$ cat src/rtl/kcl_pkg.sv
// Package: shared types, codes and constants for the keypad code lock.
`timescale 1ns / 1ps
package kcl_pkg;

  localparam int CODE_DIGITS = 4;
  localparam int USER_COUNT  = 4;
  localparam int TIMER_BITS  = 16;
  localparam int CODE_REGS   = 4;

  localparam int CODE_W = 14;
  localparam int TICK_W = 16;
  localparam int CNT_W  = 3;
  localparam int FAIL_W = 4;

  localparam logic [TIMER_BITS-1:0] TIMER_MAX = '1;
  localparam logic [FAIL_W-1:0]     FAIL_MAX  = '1;

  localparam logic [3:0] KEY_LAST_DIGIT = 4'd9;
  localparam logic [3:0] KEY_STAR       = 4'd10;

  // configuration register indexes
  localparam logic [2:0] CFG_USER_CODE_0 = 3'd0;
  localparam logic [2:0] CFG_USER_CODE_1 = 3'd1;
  localparam logic [2:0] CFG_USER_CODE_2 = 3'd2;
  localparam logic [2:0] CFG_USER_CODE_3 = 3'd3;
  localparam logic [2:0] CFG_ENTRY_TO    = 3'd4;
  localparam logic [2:0] CFG_HOLD        = 3'd5;
  localparam logic [2:0] CFG_LOCKOUT     = 3'd6;
  localparam logic [2:0] CFG_MAX_FAIL    = 3'd7;

  typedef enum logic [1:0] {
    MODE_ENTRY = 2'd0,
    MODE_HOLD  = 2'd1,
    MODE_LOCK  = 2'd2
  } mode_t;

  typedef enum logic [2:0] {
    MSG_ENTER   = 3'd0,
    MSG_SHOW    = 3'd1,
    MSG_WELCOME = 3'd2,
    MSG_DENIED  = 3'd3,
    MSG_LOCKED  = 3'd4,
    MSG_EMERG   = 3'd5
  } msg_t;

  typedef struct packed {
    logic       key_valid;
    logic [3:0] key_code;
    logic       emergency;
  } item_t;

  typedef struct packed {
    logic [1:0]        mode;
    logic [2:0]        message;
    logic [CODE_W-1:0] entered_value;
    logic [CNT_W-1:0]  digit_count;
    logic              door_open;
    logic [1:0]        matched_user;
    logic [FAIL_W-1:0] fail_count;
  } result_t;

  typedef struct packed {
    logic [CODE_REGS-1:0][CODE_W-1:0] user_code;
    logic [TICK_W-1:0]                entry_timeout;
    logic [TICK_W-1:0]                hold;
    logic [TICK_W-1:0]                lockout;
    logic [FAIL_W-1:0]                max_failures;
  } cfg_t;

endpackage

$ cat src/rtl/kcl_cfg_regs.sv
// Configuration register file for the keypad code lock.
`timescale 1ns / 1ps
module kcl_cfg_regs
  import kcl_pkg::*;
(
  input  logic        clk,
  input  logic        rst,
  input  logic        cfg_valid,
  output logic        cfg_ready,
  input  logic [2:0]  cfg_index,
  input  logic [15:0] cfg_data,
  output cfg_t        cfg
);

  assign cfg_ready = 1'b1;

  always_ff @(posedge clk) begin
    if (rst) begin
      cfg.user_code[0]  <= CODE_W'(6969);
      cfg.user_code[1]  <= CODE_W'(8834);
      cfg.user_code[2]  <= CODE_W'(6767);
      cfg.user_code[3]  <= CODE_W'(1060);
      cfg.entry_timeout <= TICK_W'(7000);
      cfg.hold          <= TICK_W'(3000);
      cfg.lockout       <= TICK_W'(15000);
      cfg.max_failures  <= FAIL_W'(3);
    end else if (cfg_valid && cfg_ready) begin
      case (cfg_index)
        CFG_USER_CODE_0: cfg.user_code[0]  <= cfg_data[CODE_W-1:0];
        CFG_USER_CODE_1: cfg.user_code[1]  <= cfg_data[CODE_W-1:0];
        CFG_USER_CODE_2: cfg.user_code[2]  <= cfg_data[CODE_W-1:0];
        CFG_USER_CODE_3: cfg.user_code[3]  <= cfg_data[CODE_W-1:0];
        CFG_ENTRY_TO:    cfg.entry_timeout <= cfg_data;
        CFG_HOLD:        cfg.hold          <= cfg_data;
        CFG_LOCKOUT:     cfg.lockout       <= cfg_data;
        CFG_MAX_FAIL:    cfg.max_failures  <= cfg_data[FAIL_W-1:0];
        default: ;
      endcase
    end
  end

endmodule

$ cat src/rtl/kcl_core.sv
// Lock state registers and the per-tick update that forms each result.
`timescale 1ns / 1ps
module kcl_core
  import kcl_pkg::*;
(
  input  logic    clk,
  input  logic    rst,
  input  logic    accept,
  input  item_t   item,
  input  cfg_t    cfg,
  output result_t result
);

  mode_t                 mode_reg, mode_next;
  msg_t                  last_message, msg_next;
  logic [CODE_W-1:0]     entry_value, value_next;
  logic [CNT_W-1:0]      digits_held, digits_next;
  logic [TIMER_BITS-1:0] elapsed, elapsed_next, elapsed_inc;
  logic [FAIL_W-1:0]     failures, failures_next;
  logic                  outputs_on, on_next;
  logic [1:0]            last_user, user_next;

  logic [17:0]           times_ten;
  logic [29:0]           recip_prod;
  logic [CODE_W-1:0]     value_div10;
  logic [CNT_W-1:0]      digits_add;
  logic [CODE_W-1:0]     value_add;
  logic                  match_found;
  logic [1:0]            match_idx;

  assign elapsed_inc = (elapsed != TIMER_MAX) ? elapsed + 1'b1 : elapsed;

  // v*10 + key, and v/10 by reciprocal (exact for 14-bit values)
  assign times_ten   = ({4'b0, entry_value} << 3) + ({4'b0, entry_value} << 1)
                       + 18'(item.key_code);
  assign recip_prod  = 30'(entry_value) * 30'(16'd52429);
  assign value_div10 = CODE_W'(recip_prod[29:19]);

  assign digits_add = (digits_held < CNT_W'(CODE_DIGITS)) ? digits_held + 1'b1 : digits_held;
  assign value_add  = (digits_held < CNT_W'(CODE_DIGITS)) ? times_ten[CODE_W-1:0]
                                                           : entry_value;

  // first configured code matching the value after this digit
  always_comb begin
    match_found = 1'b0;
    match_idx   = '0;
    for (int i = USER_COUNT - 1; i >= 0; i--) begin
      if (value_add == cfg.user_code[i]) begin
        match_found = 1'b1;
        match_idx   = 2'(i);
      end
    end
  end

  always_comb begin
    mode_next     = mode_reg;
    msg_next      = last_message;
    value_next    = entry_value;
    digits_next   = digits_held;
    elapsed_next  = elapsed_inc;
    failures_next = failures;
    on_next       = outputs_on;
    user_next     = last_user;

    if (item.emergency) begin
      mode_next    = MODE_HOLD;
      on_next      = 1'b1;
      msg_next     = MSG_EMERG;
      elapsed_next = '0;
    end else begin
      case (mode_reg)
        MODE_ENTRY: begin
          if (digits_held != '0 && 32'(elapsed_inc) > 32'(cfg.entry_timeout)) begin
            value_next  = '0;
            digits_next = '0;
            msg_next    = MSG_ENTER;
          end else if (item.key_valid) begin
            elapsed_next = '0;
            if (item.key_code <= KEY_LAST_DIGIT) begin
              value_next  = value_add;
              digits_next = digits_add;
              msg_next    = MSG_SHOW;
              if (digits_add >= CNT_W'(CODE_DIGITS)) begin
                mode_next = MODE_HOLD;
                if (match_found) begin
                  user_next     = match_idx;
                  failures_next = '0;
                  on_next       = 1'b1;
                  msg_next      = MSG_WELCOME;
                end else begin
                  failures_next = (failures != FAIL_MAX) ? failures + 1'b1 : failures;
                  msg_next      = MSG_DENIED;
                end
              end
            end else if (item.key_code == KEY_STAR && digits_held != '0) begin
              value_next  = value_div10;
              digits_next = digits_held - 1'b1;
              msg_next    = (digits_held != CNT_W'(1)) ? MSG_SHOW : MSG_ENTER;
            end
          end
        end
        MODE_HOLD: begin
          if (32'(elapsed_inc) >= 32'(cfg.hold)) begin
            on_next      = 1'b0;
            value_next   = '0;
            digits_next  = '0;
            elapsed_next = '0;
            if (failures >= cfg.max_failures) begin
              mode_next = MODE_LOCK;
              msg_next  = MSG_LOCKED;
            end else begin
              mode_next = MODE_ENTRY;
              msg_next  = MSG_ENTER;
            end
          end
        end
        default: begin
          if (32'(elapsed_inc) >= 32'(cfg.lockout)) begin
            failures_next = '0;
            mode_next     = MODE_ENTRY;
            msg_next      = MSG_ENTER;
            elapsed_next  = '0;
          end
        end
      endcase
    end
  end

  always_ff @(posedge clk) begin
    if (rst) begin
      mode_reg     <= MODE_ENTRY;
      last_message <= MSG_ENTER;
      entry_value  <= '0;
      digits_held  <= '0;
      elapsed      <= '0;
      failures     <= '0;
      outputs_on   <= 1'b0;
      last_user    <= '0;
    end else if (accept) begin
      mode_reg     <= mode_next;
      last_message <= msg_next;
      entry_value  <= value_next;
      digits_held  <= digits_next;
      elapsed      <= elapsed_next;
      failures     <= failures_next;
      outputs_on   <= on_next;
      last_user    <= user_next;
    end
  end

  always_comb begin
    result.mode          = mode_next;
    result.message       = msg_next;
    result.entered_value = value_next;
    result.digit_count   = digits_next;
    result.door_open     = on_next;
    result.matched_user  = (msg_next == MSG_WELCOME) ? user_next : 2'd0;
    result.fail_count    = failures_next;
  end

endmodule

$ cat src/rtl/kcl_out_buf.sv
// Result register with a skid stage behind it.
`timescale 1ns / 1ps
module kcl_out_buf
  import kcl_pkg::*;
(
  input  logic    clk,
  input  logic    rst,
  input  logic    push,
  input  result_t push_data,
  output logic    full,
  output logic    result_valid,
  input  logic    result_stall,
  output result_t result
);

  logic    skid_valid;
  result_t skid;
  logic    pop;

  assign full = skid_valid;
  assign pop  = result_valid && !result_stall;

  always_ff @(posedge clk) begin
    if (rst) begin
      result_valid <= 1'b0;
      skid_valid   <= 1'b0;
    end else if (push) begin
      // skid is empty whenever a beat is pushed
      if (!result_valid || pop) begin
        result_valid <= 1'b1;
      end else begin
        skid_valid <= 1'b1;
      end
    end else if (pop) begin
      result_valid <= skid_valid;
      skid_valid   <= 1'b0;
    end
  end

  always_ff @(posedge clk) begin
    if (push) begin
      if (!result_valid || pop) begin
        result <= push_data;
      end else begin
        skid <= push_data;
      end
    end else if (pop && skid_valid) begin
      result <= skid;
    end
  end

endmodule

$ cat src/rtl/keypad_code_lock_top.sv
// Top level of the keypad code lock.
// Each result is registered in the result register, or in the skid stage while the output stalls.
// Throughput: one tick per cycle while the buffer is not full; the state update is one pass through the core.
// A two-entry result buffer lets input keep flowing while one result waits downstream.
// Reset (synchronous, active high) clears the lock state and buffer and restores the
// default codes and timings; no clearing pass is needed.
`timescale 1ns / 1ps
module keypad_code_lock_top
  import kcl_pkg::*;
(
  input  logic        clk,
  input  logic        rst,
  input  logic        item_valid,
  output logic        item_stall,
  input  item_t       item,
  output logic        result_valid,
  input  logic        result_stall,
  output result_t     result,
  input  logic        cfg_valid,
  output logic        cfg_ready,
  input  logic [2:0]  cfg_index,
  input  logic [15:0] cfg_data
);

  cfg_t    cfg;
  result_t core_result;
  logic    accept;
  logic    buf_full;

  assign item_stall = buf_full;
  assign accept     = item_valid && !item_stall;

  kcl_cfg_regs u_cfg (
    .clk       (clk),
    .rst       (rst),
    .cfg_valid (cfg_valid),
    .cfg_ready (cfg_ready),
    .cfg_index (cfg_index),
    .cfg_data  (cfg_data),
    .cfg       (cfg)
  );

  kcl_core u_core (
    .clk    (clk),
    .rst    (rst),
    .accept (accept),
    .item   (item),
    .cfg    (cfg),
    .result (core_result)
  );

  kcl_out_buf u_buf (
    .clk          (clk),
    .rst          (rst),
    .push         (accept),
    .push_data    (core_result),
    .full         (buf_full),
    .result_valid (result_valid),
    .result_stall (result_stall),
    .result       (result)
  );

endmodule

$ cat config.mk
export PLATFORM = sky130hd
export DESIGN_NAME = keypad_code_lock_top
export DESIGN_NICKNAME = d
export VERILOG_FILES = /design/src/rtl/kcl_pkg.sv /design/src/rtl/kcl_cfg_regs.sv /design/src/rtl/kcl_core.sv /design/src/rtl/kcl_out_buf.sv /design/src/rtl/keypad_code_lock_top.sv
export SDC_FILE = /design/constraint.sdc
export NUM_CORES = 1
export LEC_CHECK = 0
export ABC_AREA = 0
export BUFFER_PORTS_ARGS = -buffer_cell sky130_fd_sc_hd__buf_4
export CORE_MARGIN = 1
export CORE_UTILIZATION = 59
export CTS_BUF_LIST = sky130_fd_sc_hd__clkbuf_8 sky130_fd_sc_hd__clkbuf_16
export DETAILED_ROUTE_END_ITERATION = 16
export HOLD_SLACK_MARGIN = 0.02
export PLACE_DENSITY_LB_ADDON = 0.3
export SLEW_MARGIN = 20
export SYNTH_ARGS = -nofsm -noshare
export SYNTH_HDL_FRONTEND = slang
export SYNTH_SLANG_ARGS = --single-unit
$ cat constraint.sdc
create_clock -name clk -period 19.1 [get_ports clk]
set_input_delay 5.73 -clock clk [delete_from_list [all_inputs] [get_ports clk]]
set_output_delay 5.73 -clock clk [all_outputs]
set_load 0.05 [all_outputs]
; After elaboration in Yosys (flattened, before gate mapping)
; Cells that the tools add are included.
[op_classes]
n_bitwise = 1
eq_ne = 19
muxes = 86
magnitude_cmp = 7
n_addsub = 6
n_reduce_logical = 26
multipliers = 1
[op_table]
columns = op, count
row1 = 14-bit two-way mux, 7
row2 = 16-bit two-way mux, 6
row3 = 29-bit two-way mux, 3
row4 = 14-bit == test, 4
row5 = 3-bit two-way mux, 16
row6 = 2-bit two-way mux, 20
row7 = 16-bit greater-or-equal comparator, 2
row8 = 4-bit two-way mux, 8
row9 = 16-bit one-hot mux with 2 select lines, 1
row10 = "14-bit by 16-bit multiplier with 30-bit output, second input constant", 1
row11 = 14-bit one-hot mux with 2 select lines, 1
row12 = 2-bit AND reduction, 12
row13 = 1-bit two-way mux, 19
row14 = "16-bit by 1-bit adder with 16-bit output, second input constant", 1
row15 = 16-bit greater-than comparator, 1
row16 = "16-bit inequality test, second input constant", 1
row17 = 14-bit adder, 1
row18 = 14-bit by 4-bit adder with 14-bit output, 1
row19 = "3-bit == test, second input constant", 4
row20 = 3-bit one-hot mux with 2 select lines, 2
row21 = "3-bit by 2-bit == test with 1-bit output, second input constant", 3
row22 = 4-bit one-hot mux with 2 select lines, 1
row23 = 1-bit logical AND, 5
row24 = "4-bit by 1-bit adder with 4-bit output, second input constant", 1
row25 = 22 further kinds, 25
[word_totals]
reg_bits = 213
out_inout_bits = 32
elab_cells = 178

; Longest topological paths before layout
[logic_depth]
ltp_word = 19
depth_mapped = 24
depth_no_buf = 24

; Modules after synthesis
; From an unflattened synthesis, not the netlist that was laid out.
[hier_totals]
cells_unflattened = 1823
hier_area_um2 = 17241.5
[modules_own_cells]
columns = mod, seq_area_each_um2, instances, area_each_um2, cells_each
row1 = kcl_core, 900.9, 1, 10631.4, 1317
row2 = kcl_cfg_regs, 2162.1, 1, 4264.1, 401
row3 = kcl_out_buf, 1781.7, 1, 2332.2, 104
row4 = keypad_code_lock_top, 0.0, 1, 13.8, 1

; Worst setup path before layout
; No wires, ideal clock.
[synth_timing]
path_kind = input to register
startpoint = input port item[4] in the netlist's numbering
endpoint = register u_buf.result[0] (netlist name)
stages = 14
path_slack_ns = 9.861
arrival_time_ns = 8.971
path_buffers = 1
cell_sequence = fa_1 > fa_1 > a211oi_1 > o21ai_0 > xor2_1 > mux2i_1 > xor2_1 > nand2_1 > nor4_2 > nor4_4 > and2_1 > buf_4 > a2bb2oi_1 > a21oi_1
[synth_via]
elab_chain_cells = 16
elab_cells_between_ends = 20
[synth_rtl]
columns = element, line
row1 = start: declaration, keypad_code_lock_top.sv:15  ; input item_t item,
row2 = 14-bit by 4-bit adder with 14-bit output, kcl_core.sv:35  ; + 18'(item.key_code);
row3 = 14-bit two-way mux, kcl_core.sv:40  ; assign value_add = (digits_held < CNT_W'(CODE_DIGITS)) ? times_ten[CODE_W-1:0]
row4 = 14-bit == test, kcl_core.sv:48  ; if (value_add == cfg.user_code[i]) begin
row5 = 1-bit two-way mux (4 in a row), kcl_core.sv:48
row6 = 4-bit two-way mux, kcl_core.sv:85  ; if (match_found) begin
row7 = 4-bit two-way mux, kcl_core.sv:83  ; if (digits_add >= CNT_W'(CODE_DIGITS)) begin
row8 = 4-bit two-way mux *, kcl_core.sv:79  ; if (item.key_code <= KEY_LAST_DIGIT) begin
row9 = 4-bit two-way mux *, kcl_core.sv:77  ; end else if (item.key_valid) begin
row10 = 4-bit two-way mux *, kcl_core.sv:73  ; if (digits_held != '0 && 32'(elapsed_inc) > 32'(cfg.entry_timeout)) begin
row11 = 4-bit one-hot mux with 2 select lines *, kcl_core.sv:71  ; case (mode_reg)
row12 = 4-bit two-way mux *, kcl_core.sv:65  ; if (item.emergency) begin
row13 = 29-bit two-way mux *, kcl_out_buf.sv:42  ; if (!result_valid || pop) begin
row14 = 29-bit two-way mux *, kcl_out_buf.sv:41  ; if (push) begin
; Mark *: on every way between the ends. The rest lies on a longest branch, timed or not. The select of a mux whose other input is x is not followed.
; A chain may end at the register's enable or synchronous reset.

; Worst setup path after layout
[layout_timing]
startpoint = input port item[4] in the netlist's numbering
endpoint = register u_buf.result[1] (netlist name)
[layout_via]
elab_chain_cells = 16
elab_cells_between_ends = 20
[layout_rtl]
columns = element, line
row1 = 14-bit by 4-bit adder with 14-bit output, kcl_core.sv:35
row2 = 14-bit two-way mux, kcl_core.sv:40
row3 = 14-bit == test, kcl_core.sv:48
row4 = 1-bit two-way mux (4 in a row), kcl_core.sv:48
row5 = 4-bit two-way mux, kcl_core.sv:85
row6 = 4-bit two-way mux, kcl_core.sv:83
row7 = 4-bit two-way mux *, kcl_core.sv:79
row8 = 4-bit two-way mux *, kcl_core.sv:77
row9 = 4-bit two-way mux *, kcl_core.sv:73
row10 = 4-bit one-hot mux with 2 select lines *, kcl_core.sv:71
row11 = 4-bit two-way mux *, kcl_core.sv:65
row12 = 29-bit two-way mux *, kcl_out_buf.sv:42
row13 = 29-bit two-way mux *, kcl_out_buf.sv:41
; Marks and branches as above.

==> metrics.md <==
| Metric | Value |
|---|---|
| Status | finished, final reports clean |
| CTS Buf Count | 22 |
| Post-placement cell area | 16200 µm² |
| Post-DR vias/cell | 6.03 |
| Vias in the first global route | 12600 |
| Register area | 4850 µm² |
| Synthesized-area fraction occupied by xor and xnor cells | 4.68% |
| H-Tree Depth | 1 |
| Endpoints failing setup | 0 |
| CP endpoint kind | flop |
| Netlist cell types | 78 |
| Share of layout cells above drive strength 1 | 8.02% |
| Final Util | 66.5% |
| Multi-input gate area | 9750 µm² |
| RD Place Congestion | 1.00 |
| Overall power | 1.37 mW |
| Unrepaired setup endpoints after global routing | no |
| #FFs+latches synth | 213 |
| Clock Skew | 0.0230 ns |
| Post-synthesis compound-gate area fraction | 15.0% |
| CTS Sinks | 213 |
| Initial antenna violation count | 0 |
| Startpoint Class | primary input |
| Leak pwr | 7.66 nW |
| Initial core utilization | 60.9% |
| Tcrit/Tclk final | 50.6% |
| Maximum vdd drop | 66.1 µV |
| Final TNS setup | 0 ns |
| Most flops, register | u_cfg.cfg |
| Crit path required time | 19.47 ns |
| Largest regs | u_cfg.cfg x108, u_buf.result x29, u_buf.skid x29 |
| Met2 usage | 49.3% |
| Clock Latency Late Sink | 0.51 ns |
| Number of cell rows | 58 |
| Syn Area/Cell | 8.50 µm² |
| CP max FO | 13 |
| Syn nets | 2088 |
| TritonCTS clock tree | yes |
| Adder-Cell Fraction of Synth Area | 21.7% |
| Gr busiest metal | met2 |
| Kind of critical path | in2reg |
| Post-CTS setup buffers | 0 |
| Clock-pin slew on the worst setup and hold paths | 0.06 ns |
| Simple-Gate Fraction of Synth Area | 20.0% |
| Pre-antenna DRT Iters | 5 |
| Area delta synth->final | 9.22% |
| I/O pin cnt | 62 |
| Global route overflow | 0 |
| Vias | 13200 |
| Post-route cell area | 16900 µm² |
| Hold-fix buffers, CTS | 0 |
| Mapped cell area | 15500 µm² |
| Grt met1 use | 43.5% |
| Global-route wire length before repair | 64.8 mm |
| Hpwl dp | 30.1 mm |
| Die Height | 164 µm |
| Antenna Nets Post-Route | 0 |
| HP Class | reg2reg |
| Total die area | 26900 µm² |
| Post-Synthesis Cells | 1823 |
| Total track usage | 30.6% |
| Drc violations | 0 |
| Final #Nets | 2107 |
| Drt initial violations | 1110 |
| Worst-margin pin slew | 0.934 ns |
| Die X | 164 µm |
| Met3 usage | 4.04% |
| Min Tclk post-route | 9.67 ns |
| Main combinational cell family by area after synthesis | adder cells |
| Maximum root-to-sink buffer count | 3 |
| Mux cell area share after synthesis | 1.37% |
| Routed len/inst | 18.5 µm |
| WL final | 40.6 mm |
| Register area share after synthesis | 31.3% |
| Max-cap violations | 0 |
| Fin. Hold Viols | 0 |
| Share of flip-flops with an asynchronous set or reset | 0% |
| Final Max Slew Viols | 0 |
| Main synth FF type | dfxtp_1 |
| PortBufs | 60 |
| Max-slew headroom | 37.5% |
| Post-synth EDFFs | 58 |
| Fillers | 2060 |
| CTS root buffer | clkbuf_16 |
| Max reg flops | 108 |
| Core Area | 25500 µm² |
| Arrival time worst endpoint | 10.04 ns |
| Post-CTS Resized | 0 |
| Syn. warnings | 0 |
| PD cells | 80.9 nW/µm² |
| Hold WS | 0.455 ns |
| Max Freq | 103 MHz |
| Largest net degree at the start of global routing | 81 |
[Yosys cell counts (all sizes together), types with 6 or more instances]
cell / number / area, µm²
a211o: 11 / 96.3
a211oi: 15 / 123
a21o: 19 / 143
a21oi: 151 / 759
a22oi: 17 / 128
a31oi: 15 / 93.8
and3: 14 / 87.6
buf: 13 / 72.6
clkbuf: 67 / 254
dfxtp: 155 / 3100
edfxtp: 58 / 1740
fa: 56 / 1120
ha: 179 / 2240
inv: 161 / 604
mux2: 10 / 113
mux2i: 10 / 100
nand2: 300 / 1130
nand2b: 13 / 81.3
nand3: 34 / 170
nand3b: 42 / 315
nand4: 20 / 125
nor2: 152 / 576
nor2b: 16 / 100
nor3: 37 / 185
nor3b: 12 / 90.1
nor4: 9 / 90.1
o21a: 6 / 45.0
o21ai: 52 / 264
o221ai: 7 / 61.3
o22ai: 9 / 56.3
xnor2: 47 / 412
xor2: 35 / 314
[critical path: stages]
cell,delay [ns]
buf_4,0.14
fa_1,0.52
ha_1,0.31
a21o_1,0.20
nand4_1,0.20
a21oi_1,0.14
a21oi_2,0.56
mux2_2,0.43
o41ai_4,0.32
nor4_2,0.12
nor4_4,0.53
nand2_1,0.20
o31ai_1,0.41
o22a_1,0.21
[per-layer routing]
layer / up-vias / wire length, µm / part of all wire (%)
met5: - / 0 / 0
met4: 0 / 791 / 2.0
met3: 58 / 3230 / 8.0
met2: 537 / 18500 / 46
met1: 6281 / 18000 / 44
li1: 6324 / - / -
[kinds of logic after synthesis]
kind of cell	after synthesis
compound gates	361
xor+xnor	82
fa+ha+maj	235
buf+inv	241
flops	213
mux	20
other cells	1
simple gates	670
[cell usage in the layout, fill, tap and decap left out, types with 23 or more instances in the layout]
cell / synthesis / layout
dfxtp_1: 155 / 154
nand2_1: 300 / 300
nor3_1: 37 / 37
o21ai_0: 48 / 48
fa_1: 56 / 56
a21oi_1: 150 / 149
nand3b_1: 42 / 42
nor2_1: 150 / 149
edfxtp_1: 58 / 58
xor2_1: 34 / 34
buf_4: 2 / 75
inv_1: 161 / 165
nand3_1: 34 / 34
ha_1: 179 / 179
clkbuf_16: 0 / 23
xnor2_1: 47 / 47
[cell type report]
type | instances | area share [%]
multi-input combinational | 1369 | 57.6
sequential | 213 | 28.6
clock buffer | 28 | 3.81
inverter | 161 | 3.57
timing repair buffer | 75 | 3.33
tap | 330 | 2.44
clock inverter | 12 | 0.643
antenna | 1 | 0.0148
[where the power goes]
| group | switching (mW) | internal, mW | leakage, nW |
|---|---|---|---|
| Sequential | 0.0158 | 0.485 | 1.81 |
| Combinational | 0.265 | 0.161 | 5.47 |
| Clock | 0.179 | 0.264 | 0.383 |
[final timing paths]
path                          startpoint               end  slack (ns)  cells past startpoint
setup / recovery                 item[4]   u_buf.result[1]        9.43                     14
hold reg to reg            u_cfg.cfg[46]     u_cfg.cfg[46]        0.45                      2
hold / removal             u_cfg.cfg[46]     u_cfg.cfg[46]        0.45                      2
setup reg to reg  u_core.entry_value[12]  u_buf.result[19]       11.76                     22
[through the flow]
stage,cells,setup slack (ns)
global placement,2148,9.17
global route,2188,9.27
CTS,2188,9.50
finish,2189,9.43
detailed placement,2148,9.03
floorplan,1823,9.86
(Power assumes the default switching activity.)
